**config.mk**
```make
export PLATFORM = sky130hd
export DESIGN_NAME = servo_pulse_ramp_generator
export DESIGN_NICKNAME = d
export VERILOG_FILES = /design/src/design/sprg_pkg.sv /design/src/design/sprg_frame_ctl.sv /design/src/design/servo_pulse_ramp_generator.sv
export VERILOG_INCLUDE_DIRS = /design/src /design/src/design
export SDC_FILE = /design/constraint.sdc
export NUM_CORES = 1
export LEC_CHECK = 0
export ABC_CLOCK_PERIOD_IN_PS = 11400
export BUFFER_PORTS_ARGS = -buffer_cell sky130_fd_sc_hd__buf_2
export CORE_MARGIN = 2
export CORE_UTILIZATION = 35
export CTS_CLUSTER_SIZE = 16
export DETAILED_ROUTE_END_ITERATION = 12
export PLACE_DENSITY = 0.55
export RECOVER_POWER = 50
export REMOVE_ABC_BUFFERS = 1
export SYNTH_ARGS = -nofsm -noshare
export SYNTH_HDL_FRONTEND = slang
export SYNTH_SLANG_ARGS = --single-unit
```
**constraint.sdc**
```tcl
create_clock -name clk -period 11.4 [get_ports clk]
set_clock_uncertainty 0.2 [all_clocks]
set_input_delay 0.57 -clock clk [delete_from_list [all_inputs] [get_ports clk]]
set_output_delay 0.57 -clock clk [all_outputs]
set_load 0.005 [all_outputs]
```
**src/design/servo_pulse_ramp_generator_assert.svh**
```systemverilog
// Assertion macros for the servo pulse ramp generator.
// No dependencies; included inside module bodies after the package import.
`ifndef SERVO_PULSE_RAMP_GENERATOR_ASSERT_SVH
`define SERVO_PULSE_RAMP_GENERATOR_ASSERT_SVH

// Same-cycle implication, disabled during reset.
`define SPRG_ASSERT_NOW(label, clk, rst_n, ante, cons) \
    label: assert property (@(posedge clk) disable iff (!rst_n) (ante) |-> (cons)) \
        else $error("sprg: same-cycle check failed");

// Next-cycle implication, disabled during reset.
`define SPRG_ASSERT_NEXT(label, clk, rst_n, ante, cons) \
    label: assert property (@(posedge clk) disable iff (!rst_n) (ante) |=> (cons)) \
        else $error("sprg: next-cycle check failed");

`endif

```
**src/design/sprg_pkg.sv**
```systemverilog
// Package for the servo pulse ramp generator: register map, reset values,
// configuration and ramp state types. No dependencies.
package sprg_pkg;

    localparam int CFG_DATA_W  = 16;
    localparam int CFG_INDEX_W = 3;
    localparam int TICK_BITS_DEFAULT = 16;

    typedef enum logic [CFG_INDEX_W-1:0] {
        REG_FRAME_TICKS  = 3'd0,
        REG_CLOSED_WIDTH = 3'd1,
        REG_OPEN_WIDTH   = 3'd2,
        REG_RAMP_BASE    = 3'd3,
        REG_STEP_TICKS   = 3'd4,
        REG_RAMP_STEPS   = 3'd5
    } cfg_index_t;

    localparam logic [15:0] FRAME_TICKS_RST  = 16'd20000;
    localparam logic [15:0] CLOSED_WIDTH_RST = 16'd996;
    localparam logic [15:0] OPEN_WIDTH_RST   = 16'd2000;
    localparam logic [15:0] RAMP_BASE_RST    = 16'd995;
    localparam logic [7:0]  STEP_TICKS_RST   = 8'd5;
    localparam logic [7:0]  RAMP_STEPS_RST   = 8'd200;

    typedef struct packed {
        logic [15:0] frame_ticks;
        logic [15:0] closed_width;
        logic [15:0] open_width;
        logic [15:0] ramp_base;
        logic [7:0]  step_ticks;
        logic [7:0]  ramp_steps;
    } cfg_t;

    // Position / ramp control state; direction 1 = closing.
    typedef struct packed {
        logic       closed;
        logic       ramping;
        logic       direction;
        logic [7:0] ramp_frame;
    } ramp_state_t;

endpackage

```
**src/design/sprg_frame_ctl.sv**
```systemverilog
// Frame-start decision for the servo pulse ramp generator: ramp sequencing
// and pulse width selection. Depends on sprg_pkg.
module sprg_frame_ctl #(
    parameter int TICK_BITS = sprg_pkg::TICK_BITS_DEFAULT
) (
    input  sprg_pkg::ramp_state_t  cur_state,
    input  logic                   close_cmd,
    input  sprg_pkg::cfg_t         cfg,
    output sprg_pkg::ramp_state_t  next_state,
    output logic [TICK_BITS-1:0]   width
);
    import sprg_pkg::*;

    localparam int SUM_W = 17;
    localparam int EXT_W = (TICK_BITS > SUM_W) ? TICK_BITS : SUM_W;
    localparam logic [EXT_W-1:0] TICK_MAX = EXT_W'((64'd1 << TICK_BITS) - 64'd1);

    ramp_state_t           st;
    logic                  use_ramp;
    logic [7:0]            level;
    logic [15:0]           product;
    logic [EXT_W-1:0]      sum_ext;
    logic [EXT_W-1:0]      steady_ext;
    logic [TICK_BITS-1:0]  ramp_w;

    // Ramp end check, then sample the command when settled.
    always_comb
    begin
        st       = cur_state;
        use_ramp = 1'b1;
        if (st.ramping && (st.ramp_frame >= cfg.ramp_steps))
        begin
            st.ramping    = 1'b0;
            st.closed     = st.direction;
            st.ramp_frame = '0;
        end
        if (!st.ramping)
        begin
            if (close_cmd == st.closed)
            begin
                use_ramp = 1'b0;
            end
            else
            begin
                st.ramping    = 1'b1;
                st.direction  = close_cmd;
                st.ramp_frame = '0;
            end
        end
    end

    // Closing counts down from ramp_steps, floored at zero.
    always_comb
    begin
        if (st.direction)
            level = (st.ramp_frame <= cfg.ramp_steps) ? (cfg.ramp_steps - st.ramp_frame) : 8'd0;
        else
            level = st.ramp_frame;
    end

    assign product    = 16'(level) * 16'(cfg.step_ticks);
    assign sum_ext    = EXT_W'(17'(cfg.ramp_base) + 17'(product));
    assign ramp_w     = (sum_ext > TICK_MAX) ? TICK_MAX[TICK_BITS-1:0]
                                             : sum_ext[TICK_BITS-1:0];
    assign steady_ext = EXT_W'(st.closed ? cfg.closed_width : cfg.open_width);

    always_comb
    begin
        next_state = st;
        if (use_ramp)
        begin
            next_state.ramp_frame = st.ramp_frame + 8'd1;
            width = ramp_w;
        end
        else
        begin
            width = steady_ext[TICK_BITS-1:0];
        end
    end

endmodule

```
**src/design/servo_pulse_ramp_generator.sv**
```systemverilog
// Servo pulse generator with a ramp between two held positions (top level).
// Depends on sprg_pkg, sprg_frame_ctl and servo_pulse_ramp_generator_assert.svh.
//
//   channel  direction  handshake             payload
//   in       sink       in_valid / in_ready   close_request
//   out      source     out_valid / out_ready pulse_level, held_closed, in_ramp
//   cfg      sink       cfg_write (no wait)   cfg_index, cfg_data
//
// One tick is taken per clock cycle unless a result stalls; its result is
// in the output register in the next cycle. The single output register
// sets the rate: in_ready = !out_valid || out_ready, so a stalled result
// blocks new ticks until taken. Reset (rst_n low, async) restores all but
// the payload registers, position/ramp state included; no clearing pass needed.
module servo_pulse_ramp_generator #(
    parameter int TICK_BITS = sprg_pkg::TICK_BITS_DEFAULT
) (
    input  logic                                clk,
    input  logic                                rst_n,
    // tick input
    input  logic                                in_valid,
    output logic                                in_ready,
    input  logic                                close_request,
    // per-tick result
    output logic                                out_valid,
    input  logic                                out_ready,
    output logic                                pulse_level,
    output logic                                held_closed,
    output logic                                in_ramp,
    // register writes
    input  logic                                cfg_write,
    input  logic [sprg_pkg::CFG_INDEX_W-1:0]    cfg_index,
    input  logic [sprg_pkg::CFG_DATA_W-1:0]     cfg_data
);
    import sprg_pkg::*;

    `include "servo_pulse_ramp_generator_assert.svh"

    localparam int CMP_W = (TICK_BITS > CFG_DATA_W) ? TICK_BITS : CFG_DATA_W;
    localparam logic [CMP_W-1:0] CLOSED_RST_EXT = CMP_W'(CLOSED_WIDTH_RST);

    // Configuration registers
    cfg_t                   cfg_reg;

    // Timebase and ramp state
    logic [TICK_BITS-1:0]   position_reg;
    logic [TICK_BITS-1:0]   position_next;
    logic [TICK_BITS-1:0]   width_reg;
    logic [TICK_BITS-1:0]   width_next;
    ramp_state_t            ramp_reg;
    ramp_state_t            ramp_next;

    // Output register
    logic                   out_valid_reg;
    logic                   pulse_level_reg;
    logic                   held_closed_reg;
    logic                   in_ramp_reg;

    ramp_state_t            fs_state;
    logic [TICK_BITS-1:0]   fs_width;
    logic                   frame_start;
    logic                   tick_xfer;
    logic [TICK_BITS-1:0]   position_inc;

    assign in_ready  = !out_valid_reg || out_ready;
    assign tick_xfer = in_valid && in_ready;

    // Register writes; unknown indexes are dropped.
    always_ff @(posedge clk or negedge rst_n)
    begin
        if (!rst_n)
        begin
            cfg_reg.frame_ticks  <= FRAME_TICKS_RST;
            cfg_reg.closed_width <= CLOSED_WIDTH_RST;
            cfg_reg.open_width   <= OPEN_WIDTH_RST;
            cfg_reg.ramp_base    <= RAMP_BASE_RST;
            cfg_reg.step_ticks   <= STEP_TICKS_RST;
            cfg_reg.ramp_steps   <= RAMP_STEPS_RST;
        end
        else if (cfg_write)
        begin
            unique case (cfg_index_t'(cfg_index))
                REG_FRAME_TICKS:  cfg_reg.frame_ticks  <= cfg_data;
                REG_CLOSED_WIDTH: cfg_reg.closed_width <= cfg_data;
                REG_OPEN_WIDTH:   cfg_reg.open_width   <= cfg_data;
                REG_RAMP_BASE:    cfg_reg.ramp_base    <= cfg_data;
                REG_STEP_TICKS:   cfg_reg.step_ticks   <= cfg_data[7:0];
                REG_RAMP_STEPS:   cfg_reg.ramp_steps   <= cfg_data[7:0];
                default:          ;
            endcase
        end
    end

    // Width and ramp decision, used only on the first tick of a frame.
    sprg_frame_ctl #(
        .TICK_BITS (TICK_BITS)
    ) u_frame_ctl (
        .cur_state  (ramp_reg),
        .close_cmd  (close_request),
        .cfg        (cfg_reg),
        .next_state (fs_state),
        .width      (fs_width)
    );

    assign frame_start  = (position_reg == '0);
    assign width_next   = frame_start ? fs_width : width_reg;
    assign ramp_next    = frame_start ? fs_state : ramp_reg;
    assign position_inc = position_reg + 1'b1;

    // Wrap at frame_ticks; a frame length lowered below the position
    // starts a new frame on the next tick, zero acts as one tick.
    always_comb
    begin
        if (CMP_W'(position_inc) >= CMP_W'(cfg_reg.frame_ticks))
            position_next = '0;
        else
            position_next = position_inc;
    end

    always_ff @(posedge clk or negedge rst_n)
    begin
        if (!rst_n)
        begin
            position_reg       <= '0;
            width_reg          <= CLOSED_RST_EXT[TICK_BITS-1:0];
            ramp_reg.closed    <= 1'b1;
            ramp_reg.ramping   <= 1'b0;
            ramp_reg.direction <= 1'b0;
            ramp_reg.ramp_frame <= '0;
            out_valid_reg      <= 1'b0;
        end
        else
        begin
            if (tick_xfer)
            begin
                position_reg  <= position_next;
                width_reg     <= width_next;
                ramp_reg      <= ramp_next;
                out_valid_reg <= 1'b1;
            end
            else if (out_ready)
            begin
                out_valid_reg <= 1'b0;
            end
        end
    end

    // Result payload, loaded on each tick transfer.
    always_ff @(posedge clk)
    begin
        if (tick_xfer)
        begin
            pulse_level_reg <= (position_reg < width_next);
            held_closed_reg <= ramp_next.closed;
            in_ramp_reg     <= ramp_next.ramping;
        end
    end

    assign out_valid   = out_valid_reg;
    assign pulse_level = pulse_level_reg;
    assign held_closed = held_closed_reg;
    assign in_ramp     = in_ramp_reg;

    // Settled state always keeps the ramp frame counter cleared.
    `SPRG_ASSERT_NOW(a_settled_frame_zero, clk, rst_n, !ramp_reg.ramping, ramp_reg.ramp_frame == '0)
    // A tick is never taken over a stalled result.
    `SPRG_ASSERT_NOW(a_no_overwrite, clk, rst_n, tick_xfer, !out_valid_reg || out_ready)
    // Every tick transfer leaves a result in the output register.
    `SPRG_ASSERT_NEXT(a_result_loaded, clk, rst_n, tick_xfer, out_valid_reg)
    // The held position changes only at the end of a ramp.
    `SPRG_ASSERT_NOW(a_flip_after_ramp, clk, rst_n, !$stable(ramp_reg.closed), $past(ramp_reg.ramping))

endmodule

```
After elaboration in Yosys (flattened, before gate mapping)

Index checks and enable logic that the tools add are counted.

Bits in registers: 127
Bits in latches: 0
Memory bits (writable): 0
Memory bits (read-only): 0
Input bits: 25
Logic and storage cells: 63
Memories: 0

$add $sub $neg: 4
Multipliers: 1
Divide/modulo/power cells: 0
Order comparisons: 5
Equal/unequal tests: 6
Shift operators: 0
Mux-type cells: 17
Bitwise logic cells: 0
Reduce and logical (&&, ||, !) cells: 14

Operator list:

| operator                                                                           | number |
|---|---|
| 16-bit two-way mux                                                                 | 5 |
| 8-bit two-way mux                                                                  | 4 |
| 10-bit two-way mux                                                                 | 2 |
| 16-bit by 16-bit adder with 17-bit output                                          | 1 |
| 17-bit by 16-bit greater-than comparator with 1-bit output (second input constant) | 1 |
| 16-bit by 1-bit adder with 16-bit output (second input constant)                   | 1 |
| 16-bit >= comparator                                                               | 1 |
| 16-bit zero test                                                                   | 1 |
| 16-bit less-than comparator                                                        | 1 |
| 8-bit by 8-bit multiplier with 16-bit output                                       | 1 |
| 2-bit AND reduction                                                                | 7 |
| 11-bit two-way mux                                                                 | 1 |
| 8-bit by 1-bit adder with 8-bit output (second input constant)                     | 1 |
| 8-bit >= comparator                                                                | 1 |
| 8-bit <= comparator                                                                | 1 |
| 8-bit subtractor                                                                   | 1 |
| 3-bit by 2-bit == test with 1-bit output (second input constant)                   | 2 |
| 3-bit == test (second input constant)                                              | 2 |
| 1-bit two-way mux                                                                  | 4 |
| 3-bit by 1-bit == test with 1-bit output (second input constant)                   | 1 |
| 3-bit zero test                                                                    | 1 |
| 1-bit logical AND                                                                  | 2 |
| 2-bit two-way mux                                                                  | 1 |
| 2-bit nonzero test                                                                 | 1 |
| 3 further kinds                                                                    | 3 |

Longest topological paths before layout

Depth after elaboration: 16
Depth in mapped cells: 42

Hierarchy

From an unflattened synthesis, not the netlist that was laid out.

Cells, all modules: 1009
Area, all modules: 10380.0 µm²

Modules (own cells, without submodules):

| module                     | instances | cells an instance | area an instance (µm²) | seq. area each (µm²) |
|---|---|---|---|---|
| servo_pulse_ramp_generator | 1         | 459               | 6010.8                 | 3238.1 |
| sprg_frame_ctl             | 1         | 550               | 4369.2                 | 0.0 |

Worst setup path after synthesis

No wires, ideal clock.

Path type: flip-flop to flip-flop
From: register ramp_reg[0] (netlist bit)
To: register pulse_level_reg, in the netlist pulse_level (data pin)
Data arrival time: 9.005 ns
Slack: 2.044 ns
Cell stages (with the launch flop): 38
Path buffers: 1
Cells stage by stage: dfrtp_1 -> inv_1 -> ha_1 -> nand2b_4 -> a2111oi_4 -> o211ai_1 -> nand2_1 -> nand2_1 -> ha_1 -> nor2b_1 -> o31a_1 -> o21ai_0 -> nand2b_1 -> o31a_1 -> a32oi_1 -> nor2b_1 -> fa_1 -> inv_1 -> (+2 left out) -> fa_1 -> inv_1 -> fa_1 -> inv_1 -> ha_1 -> and3_1 -> a221oi_2 -> a211oi_1 -> or3_4 -> nand4_4 -> buf_6 -> nor3_1 -> a211o_1 -> ha_1 -> a2111oi_0 -> and2_1 -> o221ai_1 -> a31oi_1

Longest elaborated chain between the ends: 16
Elaborated cells between the ends (all ways): 21
Classes of those cells: add/sub (2); mul (1); order compare (4); eq/ne (1); mux (12); reduce/logical (1)

Ends and longest elaborated chain:

| element                                                    | RTL line                          | source |
|---|---|---|
| start: declaration                                         | servo_pulse_ramp_generator.sv:49  | `ramp_state_t ramp_reg;` |
| start signal: assignment                                   | servo_pulse_ramp_generator.sv:137 | `ramp_reg <= ramp_next;` |
| 8-bit >= comparator                                        | sprg_frame_ctl.sv:31              | `if (st.ramping && (st.ramp_frame >= cfg.ramp_steps))` |
| 1-bit logical AND                                          | sprg_frame_ctl.sv:31              |  |
| 2-bit two-way mux                                          | sprg_frame_ctl.sv:31              |  |
| 1-bit == test                                              | sprg_frame_ctl.sv:39              | `if (close_cmd == st.closed)` |
| 10-bit two-way mux                                         | sprg_frame_ctl.sv:39              |  |
| 10-bit two-way mux                                         | sprg_frame_ctl.sv:37              | `if (!st.ramping)` |
| 8-bit subtractor or 8-bit <= comparator (tied branches)    | sprg_frame_ctl.sv:56              | `level = (st.ramp_frame <= cfg.ramp_steps) ? (cfg.ramp_steps - st.ramp_frame) : 8'd0;` |
| 8-bit two-way mux                                          | sprg_frame_ctl.sv:56              |  |
| 8-bit two-way mux                                          | sprg_frame_ctl.sv:55              | `if (st.direction)` |
| 8-bit by 8-bit multiplier with 16-bit output               | sprg_frame_ctl.sv:61              | `assign product = 16'(level) * 16'(cfg.step_ticks);` |
| 16-bit by 16-bit adder with 17-bit output                  | sprg_frame_ctl.sv:62              | `assign sum_ext = EXT_W'(17'(cfg.ramp_base) + 17'(product));` |
| 17-bit by 16-bit greater-than comparator with 1-bit output | sprg_frame_ctl.sv:63              | `assign ramp_w = (sum_ext > TICK_MAX) ? TICK_MAX[TICK_BITS-1:0]` |
| 16-bit two-way mux                                         | sprg_frame_ctl.sv:63              |  |
| 16-bit two-way mux *                                       | sprg_frame_ctl.sv:70              | `if (use_ramp)` |
| 16-bit two-way mux *                                       | servo_pulse_ramp_generator.sv:105 | `assign width_next = frame_start ? fs_width : width_reg;` |
| 16-bit less-than comparator *                              | servo_pulse_ramp_generator.sv:152 | `pulse_level_reg <= (position_reg < width_next);` |
| end signal: assignment                                     | servo_pulse_ramp_generator.sv:152 |  |
| end: declaration                                           | servo_pulse_ramp_generator.sv:54  | `logic pulse_level_reg;` |

Every way passes the cells marked *; elsewhere a longest branch is shown, timed or not.
A chain may end at the register's enable or synchronous reset.

Worst setup path in the final report

Same ends and word-level chain as after synthesis.

==> summary.txt <==
Pwr
  • P per Cell Area: 248.2 nW/um^2
  • Combinational Power Share: 58.4%
  • Int Power: 1548 uW
  • Pleak: 0.005284 uW
  • Pwr Total: 2852 uW
  • P_sw: 1304 uW
  • Clock Power Share: 20.1%
  • Max VDD drop: 0.0001797 V
  • Reg power frac: 21.5%
  • Sw frac: 45.72%

Flow run
  • # Max-Cap Violations: 1

Place
  • PortBufs: 29
  • Setup WS pre-CTS: 0.8927 ns
  • DP HPWL: 20,390 um
  • GPL Wtd Cong: 0.8202
  • DP Cell Count: 1,477

Synth
  • Post-synth EDFFs: 3
  • Unique cell type count in the Yosys netlist: 76
  • Most used DFF post-synth: dfrtp_1
  • Post-Syn Instances: 1,090
  • Number of synthesized register bits: 127
  • Share of Yosys cell area claimed by the top area cell type: 21.25%
  • Syn_area_per_cell: 9.508 um^2
  • Sequential area share after synthesis: 31.24%
  • Post-synth ARST share: 97.64%
  • Post-synth top cells: 135 x inv_1, 104 x nand2_1, 88 x dfrtp_1
  • Synth Cell Area: 10,360 um^2
  • Yosys top cell by area: dfrtp_1
  • Yosys warns: 0
  • Top-count cell post-synth: inv_1
  • Area contributors post-synth: dfrtp_1 21%, ha_1 10%, fa_1 10%

Route
  • First-pass DRT Iterations: 5
  • DR vias/cell: 5.307
  • DR iter-0 viols: 448
  • Top Metal Used: met4
  • DRT antenna net count: 0
  • Met3 WL: 921 um
  • Post-Route WL: 27,410 um
  • # DRC: 0
  • Routed WL per cell: 18.15 um
  • Post-Route M1 WL: 13,070 um
  • Met2 Wirelength: 12,730 um
  • Via count: 8,013

Clocking
  • CTS tree: yes
  • Reg clk slew, reported paths: 0.07 ns
  • CTS buffer count: 17
  • Setup Buffers After CTS: 0
  • Hold_buf cts: 1
  • Root Driver: clkbuf_16
  • # resized after CTS: 0
  • Clock tree sinks: 127
  • Clk buf depth: 2
  • Worst-Skew Late Latency: 0.43 ns
  • H-tree levels: 4

Setup path
  • Maximum fanout along the worst path: 25
  • Critical Path RT: 11.48 ns
  • WP depth: 36
  • Reg2Reg Setup Slack: 0.85 ns
  • Critical Path Sink: pulse_level
  • CP bufs+invs: 5
  • Kind of cell adding the most delay to the critical path: compound AO/OA/AOI/OAI gates
  • CP peak stage delay: 0.83 ns
  • WS Path Type: reg -> reg
  • Startpoint class of the critical path: flop
  • CP max stage cell: a32oi_1
  • WP data arrival: 10.64 ns
  • Critical Path End Type: flop
  • R2r startpoint: ramp_reg[0]
  • Reg-to-reg endpoint: pulse_level
  • Worst Setup SP: ramp_reg[0]
  • Worst-case reg-to-reg path depth: 36
  • Crit path top cell by count: inv_1

GRT
  • First-pass GRT wire length: 45,230 um
  • Vias in the first global route: 8,175
  • Tot GR Track Use: 18.80%
  • Initial antenna violation count: 0
  • GR Overflow Total: 0
  • Largest net degree at the start of global routing: 77

STA
  • Final period utilization: 92.57%
  • Max Clock Freq: 94.76 MHz
  • Max-slew headroom: -95.70%
  • Worst hold slack: 0.1471 ns
  • Tmin final: 10.55 ns
  • RSZ-0062 raised after global routing: no
  • Final WS setup: 0.8475 ns
  • Final Slew Violations: 50
  • Final Setup Violations: 0
  • Setup TNS: 0 ns
  • Worst Tran Pin Value: 2.935 ns
  • Hold Vio Cnt, Final: 0

Cells and area
  • Fin cells: 1,510
  • Antenna cells: 0
  • Area Overhead vs Synth: 10.88%
  • Max FFs per register: 80
  • Layout cells sized above 1: 17.14%
  • NumNets Final: 1,276

Run status
  • Failing checks: capacitance limit, slew limit
  • Status: complete, but fails checks

Die
  • Initial Util: 35.82%
  • Core ar.: 28,940 um^2
  • Die width: 176.1 um
  • Die height: 176.1 um
  • Total die area: 31,000 um^2
  • Top Ports: 30
  • Cell Rows: 62

Hold path
  • HP Class: in -> reg
-- logic make-up after synthesis --
| group | share of synthesized area, % |
|---|---|
| xor gates and xnor gates | 2.451 |
| and+or+nand+nor | 16.70 |
| adders and majority gates | 20.43 |
| buffers and inverters | 6.592 |
| DFF | 31.24 |
| muxes | 8.837 |
| AOI/OAI and AO/OA | 13.75 |
-- worst reg2reg max path: cells and delay by family (launching register included) --
family | cells | cell delay (ns)
adders and majority gates | 8 | 3.25
AOI/OAI and AO/OA | 13 | 4.11
and+or+nand+nor | 10 | 2.12
DFF | 1 | 0.43
buffers and inverters | 5 | 0.29
-- layer usage --
metal | GRT usage, % | up-vias
met4 | 6.026 | 0
met1 | 25.83 | 4012
met5 | 0 | -
met3 | 2.907 | 37
met2 | 30.42 | 148
li1 | - | 3816
-- through the flow --
step | cell area, um^2 | utilization [%]
2_1_floorplan | 10190 | -
3_3_place_gp | 10910 | 37.69
3_5_place_dp | 10910 | 37.69
4_1_cts | 11520 | 39.82
5_1_grt | 11490 | 39.71
6_report | 11490 | 39.71
-- final cells by class --
type	count	area, um^2
Sequential cell	127	3238
Inverter	135	506.7
Fill cell	2910	17440
Clock buffer	19	452.9
Multi-Input combinational cell	791	6442
Timing Repair Buffer	41	217.7
Clock inverter	13	152.6
Tap cell	384	480.5
-- placed cells by master, fill, tap and decap left out, types with 4 or more instances in the layout --
cell	instances
a211o_1	13
a211oi_1	18
a21o_1	10
a21oi_1	30
a22o_1	10
a31oi_1	6
a32oi_1	5
and2_1	16
and3_1	6
buf_2	25
buf_4	7
clkbuf_1	7
clkbuf_16	17
dfrtp_1	88
dfstp_2	36
fa_1	52
ha_1	86
inv_1	135
inv_6	4
mux2_2	68
mux2i_1	15
nand2_1	104
nand2b_1	24
nand3_1	21
nand4_1	12
nor2_1	56
nor2b_1	37
nor3_1	33
nor3b_1	5
nor4_1	7
o21a_1	7
o21ai_0	51
xnor2_1	18
xor2_1	11
-- power by group through the flow --
stage	registers (uW)	logic, uW	clock network, uW
finish	612	1670	574
global route	623	1920	606
CTS	611	1680	587
detailed placement	618	1670	0
global placement	616	1660	0
floorplan	590	1270	0
-- worst min path at each step --
stage                       start  depth (start not counted)  slack [ns]             to
finish                   in_valid                          2        0.15      out_valid
global route             in_valid                          2        0.16      out_valid
CTS                      in_valid                          2        0.14      out_valid
detailed placement   width_reg[0]                          2        0.26   width_reg[0]
global placement    width_reg[15]                          2        0.26  width_reg[15]
floorplan                   rst_n                          0        0.07     cfg_reg[0]
No activity file was read; power rests on OpenSTA's default activity.
